### src/hdl/drm_pkg.sv
// ----------------------------------------------------------------------------
// drm_pkg
// Types and constants of the dirty rectangle merger.
// ----------------------------------------------------------------------------
`default_nettype none

package drm_pkg;

    typedef enum logic [1:0] {
        ACT_ADD   = 2'd0,
        ACT_CLEAR = 2'd1,
        ACT_MARK  = 2'd2,
        ACT_READ  = 2'd3
    } action_t;

    localparam logic [1:0] OUTC_NONE     = 2'd0;
    localparam logic [1:0] OUTC_MERGED   = 2'd1;
    localparam logic [1:0] OUTC_APPENDED = 2'd2;

    localparam logic [1:0] REG_SCREEN_WIDTH  = 2'd0;
    localparam logic [1:0] REG_SCREEN_HEIGHT = 2'd1;
    localparam logic [1:0] REG_JOIN_SLACK    = 2'd2;

    localparam logic [9:0]  SCREEN_WIDTH_RST  = 10'd320;
    localparam logic [9:0]  SCREEN_HEIGHT_RST = 10'd240;
    localparam logic [19:0] JOIN_SLACK_RST    = 20'd380;

    localparam logic [23:0] AREA_MAX = 24'hFFFFFF;

    typedef enum logic [2:0] {
        ST_IDLE,
        ST_EXEC,
        ST_CLAMP,
        ST_SCAN,
        ST_DRAIN,
        ST_DECIDE,
        ST_FINISH
    } state_t;

    typedef struct packed {
        logic [9:0]  screen_width;
        logic [9:0]  screen_height;
        logic [19:0] join_slack;
    } cfg_t;

    typedef struct packed {
        logic [9:0] left;
        logic [9:0] top;
        logic [9:0] right;
        logic [9:0] bottom;
    } rect_t;

    typedef struct packed {
        logic [1:0]  add_outcome;
        logic        entry_valid;
        rect_t       entry;
        logic [5:0]  entry_count;
        logic        whole_screen;
        logic [23:0] total_area;
    } res_t;

    typedef struct packed {
        logic load;
        logic exec;
        logic clamp;
        logic scan;
        logic decide;
        logic publish;
    } cmd_t;

    typedef struct packed {
        logic add_ok;
        logic cnt_zero;
        logic scan_last;
        logic out_free;
    } status_t;

endpackage

`default_nettype wire

### src/hdl/drm_if.sv
// ----------------------------------------------------------------------------
// drm_in_if / drm_out_if
// Valid/ready channels carrying requests and results.
// ----------------------------------------------------------------------------
`default_nettype none

interface drm_in_if;
    logic               valid;
    logic               ready;
    logic [1:0]         action;
    logic signed [11:0] rect_x;
    logic signed [11:0] rect_y;
    logic signed [11:0] rect_w;
    logic signed [11:0] rect_h;
    logic [4:0]         entry_index;

    modport source (output valid, action, rect_x, rect_y, rect_w, rect_h, entry_index,
                    input ready);
    modport sink   (input valid, action, rect_x, rect_y, rect_w, rect_h, entry_index,
                    output ready);
endinterface

interface drm_out_if;
    logic        valid;
    logic        ready;
    logic [1:0]  add_outcome;
    logic        entry_valid;
    logic [9:0]  entry_left;
    logic [9:0]  entry_top;
    logic [9:0]  entry_right;
    logic [9:0]  entry_bottom;
    logic [5:0]  entry_count;
    logic        whole_screen;
    logic [23:0] total_area;

    modport source (output valid, add_outcome, entry_valid, entry_left, entry_top,
                    entry_right, entry_bottom, entry_count, whole_screen, total_area,
                    input ready);
    modport sink   (input valid, add_outcome, entry_valid, entry_left, entry_top,
                    entry_right, entry_bottom, entry_count, whole_screen, total_area,
                    output ready);
endinterface

`default_nettype wire

### src/hdl/drm_cfg.sv
// ----------------------------------------------------------------------------
// drm_cfg
// APB register file: screen width, screen height and join slack.
// ----------------------------------------------------------------------------
`default_nettype none

module drm_cfg (
    input  wire logic         clk,
    input  wire logic         rst_n,
    input  wire logic         psel,
    input  wire logic         penable,
    input  wire logic         pwrite,
    input  wire logic [3:0]   paddr,
    input  wire logic [31:0]  pwdata,
    output logic [31:0]       prdata,
    output logic              pready,
    output drm_pkg::cfg_t     cfg
);
    import drm_pkg::*;

    cfg_t cfg_reg;
    logic wr_en;

    assign wr_en  = psel && penable && pwrite;
    assign pready = 1'b1;
    assign cfg    = cfg_reg;

    always_ff @(posedge clk or negedge rst_n)
    begin
        if (!rst_n)
        begin
            cfg_reg.screen_width  <= SCREEN_WIDTH_RST;
            cfg_reg.screen_height <= SCREEN_HEIGHT_RST;
            cfg_reg.join_slack    <= JOIN_SLACK_RST;
        end
        else if (wr_en)
        begin
            case (paddr[3:2])
                REG_SCREEN_WIDTH:  cfg_reg.screen_width  <= pwdata[9:0];
                REG_SCREEN_HEIGHT: cfg_reg.screen_height <= pwdata[9:0];
                REG_JOIN_SLACK:    cfg_reg.join_slack    <= pwdata[19:0];
                default:           cfg_reg <= cfg_reg;
            endcase
        end
    end

    always_comb
    begin
        case (paddr[3:2])
            REG_SCREEN_WIDTH:  prdata = 32'(cfg_reg.screen_width);
            REG_SCREEN_HEIGHT: prdata = 32'(cfg_reg.screen_height);
            REG_JOIN_SLACK:    prdata = 32'(cfg_reg.join_slack);
            default:           prdata = 32'd0;
        endcase
    end

endmodule

`default_nettype wire

### src/hdl/drm_ctrl.sv
// ----------------------------------------------------------------------------
// drm_ctrl
// Sequencer: accept, run clear, mark or read, or clamp, scan table, merge or append; publish result.
// ----------------------------------------------------------------------------
`default_nettype none

module drm_ctrl (
    input  wire logic              clk,
    input  wire logic              rst_n,
    input  wire logic              req_valid,
    input  wire logic [1:0]        req_action,
    output logic                   req_ready,
    input  wire drm_pkg::status_t  st,
    output drm_pkg::cmd_t          cmd
);
    import drm_pkg::*;

    state_t state_reg;
    state_t state_next;
    logic   accept;

    assign req_ready = (state_reg == ST_IDLE);
    assign accept    = req_valid && req_ready;

    always_ff @(posedge clk or negedge rst_n)
    begin
        if (!rst_n)
        begin
            state_reg <= ST_IDLE;
        end
        else
        begin
            state_reg <= state_next;
        end
    end

    always_comb
    begin
        state_next = state_reg;
        case (state_reg)
            ST_IDLE:
            begin
                if (accept)
                begin
                    state_next = (action_t'(req_action) == ACT_ADD) ? ST_CLAMP : ST_EXEC;
                end
            end
            ST_EXEC:   state_next = ST_FINISH;
            ST_CLAMP:
            begin
                if (!st.add_ok)
                begin
                    state_next = ST_FINISH;
                end
                else if (st.cnt_zero)
                begin
                    state_next = ST_DECIDE;
                end
                else
                begin
                    state_next = ST_SCAN;
                end
            end
            ST_SCAN:
            begin
                if (st.scan_last)
                begin
                    state_next = ST_DRAIN;
                end
            end
            ST_DRAIN:  state_next = ST_DECIDE;
            ST_DECIDE: state_next = ST_FINISH;
            ST_FINISH:
            begin
                if (st.out_free)
                begin
                    state_next = ST_IDLE;
                end
            end
            default:   state_next = ST_IDLE;
        endcase
    end

    always_comb
    begin
        cmd = '0;
        case (state_reg)
            ST_IDLE:   cmd.load    = accept;
            ST_EXEC:   cmd.exec    = 1'b1;
            ST_CLAMP:  cmd.clamp   = 1'b1;
            ST_SCAN:   cmd.scan    = 1'b1;
            ST_DRAIN:  cmd         = '0;
            ST_DECIDE: cmd.decide  = 1'b1;
            ST_FINISH: cmd.publish = st.out_free;
            default:   cmd         = '0;
        endcase
    end

endmodule

`default_nettype wire

### src/hdl/drm_dp.sv
// ----------------------------------------------------------------------------
// drm_dp
// Datapath: rectangle table, clamp, two-stage waste scan, area tally and
// result register.
// ----------------------------------------------------------------------------
`default_nettype none

module drm_dp #(
    parameter int MAX_ENTRIES = 8
) (
    input  wire logic               clk,
    input  wire logic               rst_n,
    input  wire drm_pkg::cfg_t      cfg,
    input  wire drm_pkg::cmd_t      cmd,
    output drm_pkg::status_t        st,
    input  wire logic [1:0]         req_action,
    input  wire logic signed [11:0] req_x,
    input  wire logic signed [11:0] req_y,
    input  wire logic signed [11:0] req_w,
    input  wire logic signed [11:0] req_h,
    input  wire logic [4:0]         req_index,
    output drm_pkg::res_t           res,
    output logic                    res_valid,
    input  wire logic               res_ready
);
    import drm_pkg::*;

    localparam int IW = (MAX_ENTRIES > 1) ? $clog2(MAX_ENTRIES) : 1;
    localparam int CW = $clog2(MAX_ENTRIES + 1);
    localparam int SW = 20 + CW;

    // captured request
    action_t            act_reg;
    logic signed [11:0] x_reg, y_reg, w_reg, h_reg;
    logic [4:0]         idx_reg;

    // table state
    rect_t              tab_reg  [MAX_ENTRIES];
    logic [19:0]        area_reg [MAX_ENTRIES];
    logic [CW-1:0]      count_reg;
    logic               all_reg;
    logic [SW-1:0]      sum_reg;
    logic [1:0]         outc_reg;

    // clamped rectangle
    rect_t              nb_reg;
    logic [19:0]        nb_area_reg;

    // scan pipeline
    logic [IW-1:0]      scan_idx_reg;
    logic               p1_valid_reg;
    logic               p1_first_reg;
    logic [19:0]        p1_ua_reg;
    logic [19:0]        p1_ea_reg;
    rect_t              p1_un_reg;
    logic [IW-1:0]      p1_idx_reg;

    logic signed [21:0] low_waste_reg;
    logic [19:0]        best_ua_reg;
    logic [19:0]        best_ea_reg;
    rect_t              best_un_reg;
    logic [IW-1:0]      best_idx_reg;

    res_t               res_reg;
    logic               res_valid_reg;

    // clamp
    logic signed [12:0] x13, y13, w13, h13, xe13, ye13;
    logic signed [12:0] l13, t13, r13, b13, sw13, sh13;
    logic               clamp_ok;
    logic [9:0]         nb_w, nb_h;
    logic [19:0]        nb_area_c;
    rect_t              nb_c;

    always_comb
    begin
        x13  = {x_reg[11], x_reg};
        y13  = {y_reg[11], y_reg};
        w13  = {w_reg[11], w_reg};
        h13  = {h_reg[11], h_reg};
        xe13 = x13 + w13;
        ye13 = y13 + h13;
        sw13 = $signed({3'b000, cfg.screen_width});
        sh13 = $signed({3'b000, cfg.screen_height});
        l13  = x13[12] ? 13'sd0 : x13;
        t13  = y13[12] ? 13'sd0 : y13;
        r13  = (xe13 > sw13) ? sw13 : xe13;
        b13  = (ye13 > sh13) ? sh13 : ye13;
        clamp_ok = (w13 > 13'sd0) && (h13 > 13'sd0) && (r13 > l13) && (b13 > t13);
        nb_w = 10'(r13 - l13);
        nb_h = 10'(b13 - t13);
        nb_c.left   = l13[9:0];
        nb_c.top    = t13[9:0];
        nb_c.right  = r13[9:0];
        nb_c.bottom = b13[9:0];
    end

    assign nb_area_c = 20'(nb_w) * 20'(nb_h);

    // single table read port, scan index or read index
    logic [IW-1:0] rd_addr;
    rect_t         rd_ent;
    rect_t         un_c;
    logic [9:0]    un_w, un_h;
    logic [19:0]   ua_c;

    assign rd_addr = cmd.scan ? scan_idx_reg : idx_reg[IW-1:0];
    assign rd_ent  = tab_reg[rd_addr];

    always_comb
    begin
        un_c.left   = (rd_ent.left   < nb_reg.left)   ? rd_ent.left   : nb_reg.left;
        un_c.top    = (rd_ent.top    < nb_reg.top)    ? rd_ent.top    : nb_reg.top;
        un_c.right  = (rd_ent.right  > nb_reg.right)  ? rd_ent.right  : nb_reg.right;
        un_c.bottom = (rd_ent.bottom > nb_reg.bottom) ? rd_ent.bottom : nb_reg.bottom;
        un_w = un_c.right - un_c.left;
        un_h = un_c.bottom - un_c.top;
    end

    assign ua_c = 20'(un_w) * 20'(un_h);

    // waste of the entry in stage one; union minus both areas, may go negative
    logic signed [21:0] waste_c;
    assign waste_c = $signed({2'b00, p1_ua_reg}) - $signed({2'b00, p1_ea_reg})
                   - $signed({2'b00, nb_area_reg});

    // merge or append
    logic full_c, merge_c;
    assign full_c  = (count_reg == CW'(MAX_ENTRIES));
    assign merge_c = (count_reg != '0)
                   && ((low_waste_reg <= $signed({2'b00, cfg.join_slack})) || full_c);

    // result
    logic          rd_ok;
    logic [23:0]   sum_sat;
    logic [19:0]   screen_area;
    res_t          res_c;

    assign rd_ok       = (act_reg == ACT_READ) && (6'(idx_reg) < 6'(count_reg));
    assign sum_sat     = (26'(sum_reg) > 26'(AREA_MAX)) ? AREA_MAX : 24'(sum_reg);
    assign screen_area = 20'(cfg.screen_width) * 20'(cfg.screen_height);

    always_comb
    begin
        res_c.add_outcome  = outc_reg;
        res_c.entry_valid  = rd_ok;
        res_c.entry        = rd_ok ? rd_ent : '0;
        res_c.entry_count  = 6'(count_reg);
        res_c.whole_screen = all_reg;
        res_c.total_area   = all_reg ? 24'(screen_area) : sum_sat;
    end

    // control registers
    always_ff @(posedge clk or negedge rst_n)
    begin
        if (!rst_n)
        begin
            count_reg     <= '0;
            all_reg       <= 1'b0;
            sum_reg       <= '0;
            p1_valid_reg  <= 1'b0;
            res_valid_reg <= 1'b0;
        end
        else
        begin
            p1_valid_reg <= cmd.scan;
            if (cmd.exec && (act_reg == ACT_CLEAR || act_reg == ACT_MARK))
            begin
                count_reg <= '0;
                sum_reg   <= '0;
                all_reg   <= (act_reg == ACT_MARK);
            end
            if (cmd.decide)
            begin
                if (merge_c)
                begin
                    sum_reg <= sum_reg - SW'(best_ea_reg) + SW'(best_ua_reg);
                end
                else if (!full_c)
                begin
                    sum_reg   <= sum_reg + SW'(nb_area_reg);
                    count_reg <= count_reg + CW'(1);
                end
            end
            if (cmd.publish)
            begin
                res_valid_reg <= 1'b1;
            end
            else if (res_ready)
            begin
                res_valid_reg <= 1'b0;
            end
        end
    end

    // payload registers
    always_ff @(posedge clk)
    begin
        if (cmd.load)
        begin
            act_reg      <= action_t'(req_action);
            x_reg        <= req_x;
            y_reg        <= req_y;
            w_reg        <= req_w;
            h_reg        <= req_h;
            idx_reg      <= req_index;
            outc_reg     <= OUTC_NONE;
            scan_idx_reg <= '0;
        end
        if (cmd.clamp)
        begin
            nb_reg      <= nb_c;
            nb_area_reg <= nb_area_c;
        end
        if (cmd.scan)
        begin
            scan_idx_reg <= scan_idx_reg + IW'(1);
            p1_first_reg <= (scan_idx_reg == '0);
            p1_ua_reg    <= ua_c;
            p1_ea_reg    <= area_reg[scan_idx_reg];
            p1_un_reg    <= un_c;
            p1_idx_reg   <= scan_idx_reg;
        end
        // strict compare keeps the lowest index on a tie
        if (p1_valid_reg && (p1_first_reg || waste_c < low_waste_reg))
        begin
            low_waste_reg <= waste_c;
            best_ua_reg   <= p1_ua_reg;
            best_ea_reg   <= p1_ea_reg;
            best_un_reg   <= p1_un_reg;
            best_idx_reg  <= p1_idx_reg;
        end
        if (cmd.decide)
        begin
            if (merge_c)
            begin
                tab_reg[best_idx_reg]  <= best_un_reg;
                area_reg[best_idx_reg] <= best_ua_reg;
                outc_reg               <= OUTC_MERGED;
            end
            else if (!full_c)
            begin
                tab_reg[count_reg[IW-1:0]]  <= nb_reg;
                area_reg[count_reg[IW-1:0]] <= nb_area_reg;
                outc_reg                    <= OUTC_APPENDED;
            end
        end
        if (cmd.publish)
        begin
            res_reg <= res_c;
        end
    end

    assign st.add_ok    = clamp_ok && !all_reg;
    assign st.cnt_zero  = (count_reg == '0);
    assign st.scan_last = ((CW'(scan_idx_reg) + CW'(1)) == count_reg);
    assign st.out_free  = !res_valid_reg || res_ready;

    assign res       = res_reg;
    assign res_valid = res_valid_reg;

endmodule

`default_nettype wire

### src/hdl/dirty_rectangle_merger_top.sv
// ----------------------------------------------------------------------------
// dirty_rectangle_merger_top
// Dirty rectangle table with clamp, cheapest-merge search and area tally.
// ----------------------------------------------------------------------------
//   channel  dir  handshake           carries
//   req      in   valid/ready         action, rectangle, entry index
//   rsp      out  valid/ready         outcome, read entry, count, area
//   apb      in   psel/penable/pready screen width, screen height, join slack
//
// one request at a time; clear, mark and read run an exec step, then publish;
// an add runs clamp, waste scan, drain, decide and publish (dropped adds go
// from clamp to publish, adds into an empty table skip scan and drain); the
// scan takes one entry per cycle through a shared union-area multiplier
// the result sits in an output register, so the next request is taken while
// a result waits; a stalled rsp holds only the final publish step
// rst_n clears the table count, whole-screen flag, area tally and config
// ----------------------------------------------------------------------------
`default_nettype none

module dirty_rectangle_merger_top #(
    parameter int MAX_ENTRIES = 8
) (
    input  wire logic         clk,
    input  wire logic         rst_n,
    drm_in_if.sink            req,
    drm_out_if.source         rsp,
    input  wire logic         psel,
    input  wire logic         penable,
    input  wire logic         pwrite,
    input  wire logic [3:0]   paddr,
    input  wire logic [31:0]  pwdata,
    output logic [31:0]       prdata,
    output logic              pready
);
    import drm_pkg::*;

    cfg_t    cfg;
    cmd_t    cmd;
    status_t st;
    res_t    res;

    drm_cfg u_cfg (
        .clk     (clk),
        .rst_n   (rst_n),
        .psel    (psel),
        .penable (penable),
        .pwrite  (pwrite),
        .paddr   (paddr),
        .pwdata  (pwdata),
        .prdata  (prdata),
        .pready  (pready),
        .cfg     (cfg)
    );

    drm_ctrl u_ctrl (
        .clk        (clk),
        .rst_n      (rst_n),
        .req_valid  (req.valid),
        .req_action (req.action),
        .req_ready  (req.ready),
        .st         (st),
        .cmd        (cmd)
    );

    drm_dp #(
        .MAX_ENTRIES (MAX_ENTRIES)
    ) u_dp (
        .clk        (clk),
        .rst_n      (rst_n),
        .cfg        (cfg),
        .cmd        (cmd),
        .st         (st),
        .req_action (req.action),
        .req_x      (req.rect_x),
        .req_y      (req.rect_y),
        .req_w      (req.rect_w),
        .req_h      (req.rect_h),
        .req_index  (req.entry_index),
        .res        (res),
        .res_valid  (rsp.valid),
        .res_ready  (rsp.ready)
    );

    assign rsp.add_outcome  = res.add_outcome;
    assign rsp.entry_valid  = res.entry_valid;
    assign rsp.entry_left   = res.entry.left;
    assign rsp.entry_top    = res.entry.top;
    assign rsp.entry_right  = res.entry.right;
    assign rsp.entry_bottom = res.entry.bottom;
    assign rsp.entry_count  = res.entry_count;
    assign rsp.whole_screen = res.whole_screen;
    assign rsp.total_area   = res.total_area;

endmodule

`default_nettype wire

### src/flat_wrapper.sv
// flat-port wrapper written by rule: the top's interface ports become plain ports
module dirty_rectangle_merger_top_flat import drm_pkg::*;
#(
    parameter int MAX_ENTRIES = 8
)
  (clk, rst_n, psel, penable, pwrite, paddr, pwdata, prdata, pready, req_valid, req_action, req_rect_x, req_rect_y, req_rect_w, req_rect_h, req_entry_index, req_ready, rsp_valid, rsp_add_outcome, rsp_entry_valid, rsp_entry_left, rsp_entry_top, rsp_entry_right, rsp_entry_bottom, rsp_entry_count, rsp_whole_screen, rsp_total_area, rsp_ready);
  drm_in_if req_i ();
  drm_out_if rsp_i ();
  input  wire logic clk;
  input  wire logic rst_n;
  input  wire logic psel;
  input  wire logic penable;
  input  wire logic pwrite;
  input  wire logic [3:0] paddr;
  input  wire logic [31:0] pwdata;
  output logic [31:0] prdata;
  output logic pready;
  input wire logic [$bits(req_i.valid)-1:0] req_valid;
  input wire logic [$bits(req_i.action)-1:0] req_action;
  input wire logic [$bits(req_i.rect_x)-1:0] req_rect_x;
  input wire logic [$bits(req_i.rect_y)-1:0] req_rect_y;
  input wire logic [$bits(req_i.rect_w)-1:0] req_rect_w;
  input wire logic [$bits(req_i.rect_h)-1:0] req_rect_h;
  input wire logic [$bits(req_i.entry_index)-1:0] req_entry_index;
  output wire logic [$bits(req_i.ready)-1:0] req_ready;
  output wire logic [$bits(rsp_i.valid)-1:0] rsp_valid;
  output wire logic [$bits(rsp_i.add_outcome)-1:0] rsp_add_outcome;
  output wire logic [$bits(rsp_i.entry_valid)-1:0] rsp_entry_valid;
  output wire logic [$bits(rsp_i.entry_left)-1:0] rsp_entry_left;
  output wire logic [$bits(rsp_i.entry_top)-1:0] rsp_entry_top;
  output wire logic [$bits(rsp_i.entry_right)-1:0] rsp_entry_right;
  output wire logic [$bits(rsp_i.entry_bottom)-1:0] rsp_entry_bottom;
  output wire logic [$bits(rsp_i.entry_count)-1:0] rsp_entry_count;
  output wire logic [$bits(rsp_i.whole_screen)-1:0] rsp_whole_screen;
  output wire logic [$bits(rsp_i.total_area)-1:0] rsp_total_area;
  input wire logic [$bits(rsp_i.ready)-1:0] rsp_ready;
  assign req_i.valid = req_valid;
  assign req_i.action = req_action;
  assign req_i.rect_x = req_rect_x;
  assign req_i.rect_y = req_rect_y;
  assign req_i.rect_w = req_rect_w;
  assign req_i.rect_h = req_rect_h;
  assign req_i.entry_index = req_entry_index;
  assign req_ready = req_i.ready;
  assign rsp_valid = rsp_i.valid;
  assign rsp_add_outcome = rsp_i.add_outcome;
  assign rsp_entry_valid = rsp_i.entry_valid;
  assign rsp_entry_left = rsp_i.entry_left;
  assign rsp_entry_top = rsp_i.entry_top;
  assign rsp_entry_right = rsp_i.entry_right;
  assign rsp_entry_bottom = rsp_i.entry_bottom;
  assign rsp_entry_count = rsp_i.entry_count;
  assign rsp_whole_screen = rsp_i.whole_screen;
  assign rsp_total_area = rsp_i.total_area;
  assign rsp_i.ready = rsp_ready;
  dirty_rectangle_merger_top #(.MAX_ENTRIES(MAX_ENTRIES)) u_core (.clk(clk), .rst_n(rst_n), .req(req_i), .rsp(rsp_i), .psel(psel), .penable(penable), .pwrite(pwrite), .paddr(paddr), .pwdata(pwdata), .prdata(prdata), .pready(pready));
endmodule
### config.mk
export PLATFORM = sky130hd
export DESIGN_NAME = dirty_rectangle_merger_top_flat
export DESIGN_NICKNAME = d
export VERILOG_FILES = /design/src/hdl/drm_pkg.sv /design/src/hdl/drm_if.sv /design/src/hdl/drm_cfg.sv /design/src/hdl/drm_ctrl.sv /design/src/hdl/drm_dp.sv /design/src/hdl/dirty_rectangle_merger_top.sv /design/src/flat_wrapper.sv
export SDC_FILE = /design/constraint.sdc
export NUM_CORES = 2
export LEC_CHECK = 0
export ABC_AREA = 1
export BUFFER_PORTS_ARGS = -buffer_cell sky130_fd_sc_hd__buf_2
export CORE_AREA = 4 4 312 621
export CTS_CLUSTER_SIZE = 30
export DETAILED_ROUTE_END_ITERATION = 12
export DIE_AREA = 0 0 316 625
export PLACE_DENSITY_LB_ADDON = 0.05
export SYNTH_ARGS = -nofsm -noshare
export SYNTH_HDL_FRONTEND = slang
export SYNTH_SLANG_ARGS = --single-unit
### constraint.sdc
create_clock -name clk -period 20.9 [get_ports clk]
set_clock_uncertainty 0.05 [all_clocks]
set_input_delay 1.045 -clock clk [delete_from_list [all_inputs] [get_ports clk]]
set_output_delay 1.045 -clock clk [all_outputs]
set_load 0.005 [all_outputs]
==> impl_metrics.toml <==
[final_layout]
fin_cells = 8403
fin_nets = 6546
largest_register_ffs = 320
drive_above_1_share_pct = 8.35
fill_cells = 19540
multiInputGateArea_um2 = 24700
regArea_um2 = 27700
areaGrowthSynthToFinish_pct = 12.4

[floorplanning]
die_x_um = 316
start_util_pct = 29.8
rows = 226
core_area_um2 = 189000
fp.dieArea_um2 = 198000
die_h_um = 625
ioPinCount = 207

[place]
globalplace.congestion = 0.902
dp_hpwl_um = 151000
port_buffers = 177
place_inst = 8221

[setup_path]
slowest_stage = "buf_4"
cp_max_fo = 60
critPathLaunchType = "flip-flop"
crit_type = "reg2reg"
worstPathRequired_ns = 21.30
arrival_ns = 13.13
cp-end-kind = "flip-flop"
cpMostUsedCell = "nand2_1"
cpLargestDelayFamily = "adder cells"
worst-path-stages = 50
cp_slowest_stage_delay_ns = 0.68
ff2ff_path_depth = 50
cp_num_buf_inv = 9

[clock_network]
clockBufferDepth = 3
clock-sinks = 935
clk-insertion-delay-late_ns = 0.72
cts_tree = "built"
postCtsHoldBufs = 0
h-tree-depth = 3
clk_pin_slew_ns = 0.09
cts_resized = 0
root_buffer = "clkbuf_16"
cts_buffers = 95
post_cts_buffers = 0

[routing]
drc = 0
via_per_inst = 4.84
wl_per_cell_um = 23.8
first_pass_iters = 6
ant_nets = 0
detail_route.wirelength_um = 200000
vias = 40684
drtIter0Drc = 2123

[logic_synthesis]
synth_area_um2 = 56400
synth_area_leaders = "edfxtp_1, ha_1, fa_1"
avgSynthCellArea_um2 = 9.96
synth_top_area_share_pct = 45.7
ys_types = 66
yosys_warnings = 0
synth_top_area_cell = "edfxtp_1"
synth_edf_count = 859
yosys_most_used_dff = "edfxtp_1"
ys_seq_elements = 935
syn_inst = 5662
synth-seq-area-share_pct = 49.1
synth_async_sr_flop_share_pct = 7.91

[outcome]
status = "finished, final reports clean"

[global_route]
grt-ovfl-total = 0
grtUsageTotal_pct = 20.1
grt_max_degree = 110
grt_first_pass_wirelength_um = 288000
antenna_found_initial = 2
grt_pass1_vias = 42630

[sta]
setup-tns-final_ns = 0
setup_viol = 0
period_minus_slack_ns = 12.73
report.final.slew_viol_count = 0
fin_crit_sh_pct = 60.9
tightest_slew_ns = 1.18
grt_setup_unrepaired = "false"
maxSlewHeadroom_pct = 20.6
fmax_mhz = 78.6
hold_viol = 0

[hold_path]
min_path_type = "in2async"

[flow_run]
cap_violations = 0
synth_stat cells (8+ instances only):
cell,n
a21oi_1,360
a211oi_1,8
a31oi_1,31
o21bai_1,16
o21ai_0,367
o221ai_1,17
clkbuf_1,126
o21ai_2,31
a21o_1,15
buf_6,8
or2_2,14
inv_1,847
nand4_1,28
xor2_1,114
dfrtp_1,62
dfstp_2,12
o211ai_1,31
nor3_1,33
nor2_1,494
o22ai_1,24
o31ai_1,10
o21ai_1,42
fa_1,215
buf_2,33
nor4_1,11
ha_1,423
o32ai_1,40
inv_2,18
buf_4,26
nand3_1,237
nand2_1,960
xnor2_1,39
edfxtp_1,859
a32o_1,26
worst register-to-register path, delay by kind of cell (launching register included):
| family | cells | cell delay (ns) |
|---|---|---|
| compound gates | 15 | 2.77 |
| xor+xnor | 1 | 0.63 |
| buf+inv | 9 | 2.54 |
| simple gates | 16 | 2.43 |
| flops | 1 | 0.35 |
| fa+ha+maj | 9 | 3.68 |
cells by family after synthesis:
| logic type | count (synthesis) | synth area share (%) |
|---|---|---|
| xor gates and xnor gates | 153 | 2.38 |
| other | 2 | 0.0133 |
| buffers and inverters | 1071 | 7.51 |
| and+or+nand+nor | 1812 | 13.2 |
| DFF | 935 | 49.1 |
| adders and majority gates | 638 | 17.0 |
| AOI/OAI and AO/OA | 1051 | 10.8 |
per-stage QoR:
step | setup WS [ns] | hold slack, ns | utilization, % | instance area (um2)
after floorplan | 8.32 | 0.350 | - | 56500
after global placement | 8.13 | 0.351 | 31.8 | 60100
after detailed placement | 8.15 | 0.355 | 31.8 | 60100
after CTS | 8.11 | 0.115 | 33.5 | 63400
after global routing | 7.33 | 0.147 | 33.5 | 63400
final | 8.17 | 0.165 | 33.5 | 63400
final cells by class:
class	instances	area share (%)
clock inverters	59	1.04
inverters	872	5.17
repair buffers	237	2.15
clock buffers	120	4.10
well taps	2508	4.95
multi-input cells	3669	38.9
flip-flops and latches	935	43.7
diodes	3	0.0118
path summary, 6_finish.rpt:
kind / start / endpoint / slack (ns)
hold reg to reg: u_core.u_dp.p1_un_reg[35]$_DFFE_PP_ / u_core.u_dp.best_un_reg[35]$_DFFE_PP_ / 0.37
setup / recovery: u_core.u_dp.scan_idx_reg[0]$_SDFFCE_PN0P_ / u_core.u_dp.p1_ua_reg[19]$_DFFE_PP_ / 8.17
max in group asynchronous: rst_n / u_core.u_cfg.cfg[32]$_DFFE_PN0P_ / 19.38
hold / removal: rst_n / u_core.u_dp.sum_reg[22]$_DFF_PN0_ / 0.17
setup reg to reg: u_core.u_dp.scan_idx_reg[0]$_SDFFCE_PN0P_ / u_core.u_dp.p1_ua_reg[19]$_DFFE_PP_ / 8.17
min in group clk: u_core.u_dp.p1_un_reg[35]$_DFFE_PP_ / u_core.u_dp.best_un_reg[35]$_DFFE_PP_ / 0.37
cell usage in the layout (no fill, tap or decap), types with 20 or more instances in the layout:
master | Yosys | layout
a21oi_1 | 360 | 360
a31oi_1 | 31 | 31
a32o_1 | 26 | 26
buf_2 | 33 | 176
buf_4 | 26 | 59
clkbuf_16 | 0 | 100
clkinv_1 | 6 | 29
dfrtp_1 | 62 | 62
edfxtp_1 | 859 | 859
fa_1 | 215 | 215
ha_1 | 423 | 423
inv_1 | 847 | 845
inv_2 | 18 | 20
nand2_1 | 960 | 959
nand3_1 | 237 | 237
nand4_1 | 28 | 28
nor2_1 | 494 | 484
nor3_1 | 33 | 33
o211ai_1 | 31 | 31
o21ai_0 | 367 | 367
o21ai_1 | 42 | 42
o21ai_2 | 31 | 29
o22ai_1 | 24 | 24
o32ai_1 | 40 | 40
xnor2_1 | 39 | 39
xor2_1 | 114 | 114
layer usage:
| metal | GRT usage [%] | share of wire [%] | wire (um) | up-vias |
|---|---|---|---|---|
| met2 | 39.0 | 55 | 110000 | 640 |
| met4 | 9.61 | 5.5 | 11000 | 0 |
| li1 | - | - | - | 19405 |
| met5 | 0 | 0 | 0 | - |
| met1 | 21.6 | 37 | 74800 | 20371 |
| met3 | 1.64 | 2.2 | 4350 | 268 |
Power is left out: the tool's default activity adds up to more than one toggle a clock period on the data nets, which glitch-free logic cannot reach.
